<file path="src/design/mbql_ram.sv">
`default_nettype none
module mbql_ram #(
    parameter int WIDTH = 16,
    parameter int DEPTH = 64
) (
    input  wire logic                     i_clk,
    input  wire logic                     i_we,
    input  wire logic [$clog2(DEPTH)-1:0] i_waddr,
    input  wire logic [WIDTH-1:0]         i_wdata,
    input  wire logic [$clog2(DEPTH)-1:0] i_raddr,
    output logic      [WIDTH-1:0]         o_rdata
);
    logic [WIDTH-1:0] r_mem [DEPTH];

    // one write port, one registered read port
    always_ff @(posedge i_clk) begin
        if (i_we) begin
            r_mem[i_waddr] <= i_wdata;
        end
        o_rdata <= r_mem[i_raddr];
    end
endmodule
`default_nettype wire

</file>
<file path="config.mk">
export PLATFORM = sky130hd
export DESIGN_NAME = mbql_ram
export DESIGN_NICKNAME = d
export VERILOG_FILES = /design/src/design/mbql_ram.sv
export SDC_FILE = /design/constraint.sdc
export NUM_CORES = 1
export LEC_CHECK = 0
export BUFFER_PORTS_ARGS = -buffer_cell sky130_fd_sc_hd__buf_4
export CAP_MARGIN = 15
export CORE_ASPECT_RATIO = 0.6
export CORE_UTILIZATION = 45
export CTS_CLUSTER_DIAMETER = 30
export DETAILED_ROUTE_END_ITERATION = 16
export SLEW_MARGIN = 20
export SYNTH_ARGS = -nofsm -noshare
export SYNTH_HDL_FRONTEND = slang
export SYNTH_SLANG_ARGS = --single-unit
</file>
<file path="constraint.sdc">
create_clock -name i_clk -period 2.52 [get_ports i_clk]
set_input_delay 0.126 -clock i_clk [delete_from_list [all_inputs] [get_ports i_clk]]
set_output_delay 0.126 -clock i_clk [all_outputs]
set_load 0.01 [all_outputs]
</file>
==> impl_results.md, run 1 <==
* Non-filler cells in the finished layout at approximately 3400
* Number of H-tree levels at 4
* Pre-CTS WS at -140 ps
* Die span in y at 233 um
* Synth async-reset ratio at 0%
* Die width at a little under 400 um
* Max-slew violations at 0
* DR vias/cell at about 6
* Final instance area at approximately 48000 um2
* Num ports at 46
* Post-Syn Nets at ~1900
* CP startpoint kind: register
* Final WS setup at approximately 280 ps
* Initial Util at 45.6%
* Residual DRC count at 0
* CP Capture Type: register
* Final Hold Viols at 0
* Hold WC Path Type: input port to register
* Antenna violations before repair at 2
* Most common cell after layout, fill and taps aside: edfxtp_1
* Ys Warns at 0
* CTS tree: yes
* WP data required at roughly 3100 ps
* Worst-Margin Slew at between 900 and 1000 ps
* Cts hold-fix bufs at 9
* Clk sinks at around 1000
* Cells after Synth at ~1800
* Peak supply drop at ~0.00066 V
* Fin Clk Skew at roughly 27 ps
* Final setup fails at 0
* Final Cycle Share at between 80% and 90%
* Clock Pin Slew Worst Setup and Hold Paths at ~60 ps
* Largest net degree at the start of global routing at 65
* P_leak at roughly 15 nW
* Most frequent cells in the layout: 1024 x edfxtp_1, 220 x mux4_2, 211 x buf_4, 144 x clkbuf_16, 85 x mux2i_1
* Core Box Area at a little under 90000 um2
* Pre-antenna DRT Iters at 5
* Site row count at 84
* Initial DRC count at around 2800
* GR Overflow Total at 0
* Worst-case clock buffer depth at 3
* First-pass GRT wire length at approximately 150000 um
* Post-CTS Setup Bufs at 0
* Port Buffers at 45
* Vias in the first global route at roughly 20000
* Final Wtd Congestion at 0.830
* Drt total wl at 104000 um
* Nets at ~2100
* Root Buffer Master: clkbuf_16
* Worst-skew pair later-pin latency at between 700 and 800 ps
* WL per Instance at just over 30 um
* Total number of vias at between 20000 and 25000
* Status: complete, no violations
* Sequential share of the synthesized area at 77.6%
* Setup CP Type: register to register
* Area post-placement at roughly 43000 um2
* Inserted Clock Buffers at approximately 140
* Antenna Nets Post-Route at 0
* Layout area overhead at 18.7%
* Placed Cells at 3115
* Syn Area/Cell at between 20 and 25 um2
* Max-cap viol count at 0
* Number of synthesized flops with an enable pin at around 1000
* Post-DP HPWL at ~63000 um
* Post-Syn Area at 40000 um2
* FMAX at roughly 450 MHz
* PwrDens at between 800 and 900 nW/um2
* Gr usage total at around a quarter
* Unique masters post-synth at between 40 and 50
* Unrepaired setup endpoints after global routing: false
* Share of layout cells above drive strength 1 at between 30 and 40%
* Worst-path maximum fanout at 1
* Arr. time, crit path at ~2800 ps
* Synth Register Bits at 1040
* Total power at around 40 mW
* Top_reg_cell synth: edfxtp_1
* Cts repair resizes at 0
* Worst slew margin at between 30 and 40%
* Final min period at approximately 2200 ps
* Die area at 90200 um2
## report_power, final
part	switching (mW)	internal, mW	total [mW]
sequential	0.0761	19.2	19.2
clock	7.51	12.2	19.8
combinational	1.24	0.772	2.02
## final timing paths
check | from | to | slack [ps] | cells after the start
setup / recovery | r_mem[7][1]$_DFFE_PP_ | o_rdata[1]$_DFF_P_ | 280 | 6
hold / removal | i_wdata[13] | r_mem[60][13]$_DFFE_PP_ | 2 | 1
setup reg to reg | r_mem[7][1]$_DFFE_PP_ | o_rdata[1]$_DFF_P_ | 280 | 6
hold reg to reg | r_mem[44][4]$_DFFE_PP_ | o_rdata[4]$_DFF_P_ | 890 | 4
## kinds of logic after synthesis
group | synth area share (%)
buf+inv | 1.83
flops | 77.6
mux | 15.5
simple gates | 2.65
compound gates | 2.41
## registers in the layout, indices dropped and copies added, names as in the netlist
name / flops
r_mem: 1024
o_rdata: 16
## worst max-delay path: stages (launching register included)
cell	delay (ps)
edfxtp_1	370
mux4_2	480
mux2i_1	400
a22oi_1	270
a31oi_1	370
buf_4	170
a311oi_1	50
## synth_stat cells, drive strengths merged (8+ instances only)
| cell | instances | area share (%) |
|---|---|---|
| mux2i | 85 | 2.1 |
| o21ai | 8 | 0.10 |
| dfxtp | 16 | 0.80 |
| nor2 | 74 | 0.71 |
| clkbuf | 27 | 0.27 |
| mux4 | 224 | 13 |
| a211o | 8 | 0.17 |
| a221oi | 16 | 0.35 |
| a22oi | 39 | 0.73 |
| buf | 77 | 1.6 |
| nand4 | 12 | 0.19 |
| a31oi | 8 | 0.12 |
| a21oi | 17 | 0.21 |
| nand3 | 24 | 0.30 |
| a311oi | 8 | 0.17 |
| nand2 | 60 | 0.58 |
| nor2b | 30 | 0.47 |
| edfxtp | 1024 | 77 |
| a211oi | 8 | 0.15 |
| mux2 | 27 | 0.76 |
## layer usage
layer  vias to the layer above  global-route usage, %  routed length (um)
li1                       8273                      -                   -
met1                     10800                   37.6               48300
met2                      1118                   31.4               42500
met3                       128                   6.74               11800
met4                         0                   6.05                1470
met5                         -                      0                   0
## stage by stage
| step | hold slack (ps) | utilization [%] | TNS [ps] |
|---|---|---|---|
| after CTS | 0.470 | 54.1 | 0 |
| after global placement | 554 | 48.6 | -206 |
| after detailed placement | 554 | 48.6 | -227 |
| after floorplan | 225 | - | 0 |
| after global routing | 26.7 | 54.1 | 0 |
| final | 1.62 | 54.1 | 0 |
## cell type report
type | count | area [um2]
fillers | 6659 | 40400
flip-flops and latches | 1040 | 31100
multi-input cells | 685 | 8250
clock buffers | 154 | 3640
repair buffers | 239 | 2030
well taps | 1161 | 1450
clock inverters | 102 | 1070
diodes | 2 | 5.00
No activity file was read; power rests on OpenSTA's default activity.
==> inputs of run 2 (changes only) <==
Settings changed: GPL_TIMING_DRIVEN set to 0.
==> impl_results.md, run 2 (synthesis results as in run 1) <==
* Filler Cells Inserted at 6641 (-0.27%)
* PwrDens at 867 nW/um2 (+0.49%)
* Post-DP HPWL at 71900 um (+15%)
* Max-cap viol count at 0 (unchanged)
* Inserted Clock Buffers at 139 (+1.5%)
* Worst-case clock buffer depth at 3 (unchanged)
* Worst-path maximum fanout at 10 (+9)
* Residual DRC count at 0 (unchanged)
* Clk sinks at 1040 (unchanged)
* Fin Clk Skew at 19.7 ps (-7.36 ps)
* Die span in y at 233 um (unchanged)
* Worst-skew pair later-pin latency at 720 ps (about the same)
* WL per Instance at 32.6 um (+6.0%)
* Largest net degree at the start of global routing at 65 (unchanged)
* DR vias/cell at 6.08 (+1.3%)
* Final Core Density at 54.2% (+0.093 points)
* P_leak at 15.3 nW (-1.4%)
* Arr. time, crit path at 3080 ps (+250 ps)
* Hold WC Path Type: input port to register
* CTS tree: yes
* Clock Pin Slew Worst Setup and Hold Paths at 60 ps (about the same)
* Max-slew violations at 0 (unchanged)
* Total power at 41.3 mW (+0.66%)
* Crit path max-delay family: compound AO/OA/AOI/OAI gates
* Site row count at 84 (unchanged)
* Antenna Nets Post-Route at 0 (unchanged)
* CP Capture Type: register
* Core Box Area at 87900 um2 (unchanged)
* Max reg flops at 1024 (unchanged)
* Drt total wl at 109000 um (+4.9%)
* FMAX at 400 MHz (-10%)
* Final setup fails at 0 (unchanged)
* GR Layer Usage met1 at 38.0% (+0.35 points)
* Most frequent cells in the layout: 1024 x edfxtp_1, 220 x mux4_2, 149 x clkbuf_16, 82 x mux2i_1, 59 x nand2_1
* Number of H-tree levels at 4 (unchanged)
* CP most frequent cell: buf_2
* WP buf/inv at 4 (+3)
* Num ports at 46 (unchanged)
* Gr usage total at 24.6% (+0.99 points)
* Die area at 90200 um2 (unchanged)
* Worst-Margin Slew at 1170 ps (+175 ps)
* Final Wtd Congestion at 0.899 (+8.3%)
* Hold_ws at 13.3 ps (+11.7 ps)
* Final Hold Viols at 0 (unchanged)
* Unrepaired setup endpoints after global routing: false
* Top reg by flops: r_mem
* Antenna violations before repair at 11 (+9)
* Nets at 2099 (-1.6%)
* GR Overflow Total at 0 (unchanged)
* Status: complete, no violations
* Worst slew margin at 22.1% (-12 points)
* CP startpoint kind: input port
* Share of layout cells above drive strength 1 at 32.8% (+0.62 points)
* Port Buffers at 38 (-16%)
* Met2 GRT Util at 31.9% (+0.58 points)
* M3 GR Usage at 9.95% (+3.2 points)
* Initial Util at 45.6% (unchanged)
* Slowest CP cell: a221oi_1
* Worst-path cell chain: buf_2 > buf_4 > buf_2 > buf_2 > a211oi_1 > a221oi_1 > a221oi_1 > a311oi_1
* Final min period at 2500 ps (+262 ps)
* Pre-antenna DRT Iters at 5 (unchanged)
* Setup CP Type: input port to register
* Total number of vias at 20400 (+0.28%)
* Gr busiest metal: met1
* Root Buffer Master: clkbuf_16
* WP data required at 3100 ps (-20 ps)
* First-pass GRT wire length at 152000 um (+2.4%)
* Most common cell after layout, fill and taps aside: edfxtp_1
* Regs by FF count: r_mem: 1024 flops, o_rdata: 16 flops
* Peak supply drop at 0.000767 V (+16%)
* Layout area overhead at 18.9%
* Final Cycle Share at 99.2% (+10 points)
* Die width at 387 um (unchanged)
* Initial DRC count at 2987 (+6.1%)
* Vias in the first global route at 19800 (-0.43%)
* Slowest stage delay, CP at 620 ps (+140 ps)
-- run 2: metal layers --
layer	share of wire (%)	up-vias
li1	-	8217
met1	45	10800
met2	40	1172
met3	14	122
met4	1.5	8
met5	0.048	-
-- run 2: stage by stage --
stage	cells	setup TNS, ps	area (um2)	setup WS [ps]
final	3348	0	47600	20.2
after global routing	3345	0	47600	23.9
after CTS	3346	0	47500	11.2
after detailed placement	3084	-42420	42700	-811
after global placement	3028	-474790	41800	-903
after floorplan	1829	0	40000	359
-- run 2: worst paths after layout --
path	from	end	slack (ps)	cells past startpoint
worst max register to register	r_mem[23][15]$_DFFE_PP_	o_rdata[15]$_DFF_P_	80	5
worst min-delay path	i_wdata[2]	r_mem[22][2]$_DFFE_PP_	10	1
worst max-delay path	i_raddr[2]	o_rdata[1]$_DFF_P_	20	8
worst min register to register	r_mem[39][0]$_DFFE_PP_	o_rdata[0]$_DFF_P_	980	3
-- run 2: final cells by class --
type,count,area (um2),share of cell area (%)
antenna,3,7.51,0.0158
buffer,103,732,1.54
clock buffer,172,3850,8.10
clock inverter,84,925,1.94
multi-input combinational,685,8510,17.9
sequential,1040,31100,65.3
tap,1161,1450,3.05
timing repair buffer,100,1040,2.18
-- run 2: power by group --
part / total (mW) / internal [mW] / switching, mW
logic: 2.09 / 0.706 / 1.39
registers: 19.2 / 19.2 / 0.0369
clock network: 20.0 / 12.6 / 7.43
-- run 2: timing repair --
action,4_1_cts,5_1_grt
pin swaps,0,0
resized for setup,1,10
hold buffers,6,0
hold endpoints to repair,38,0
endpoints found under the setup margin,1,7
buffers inserted,0,0
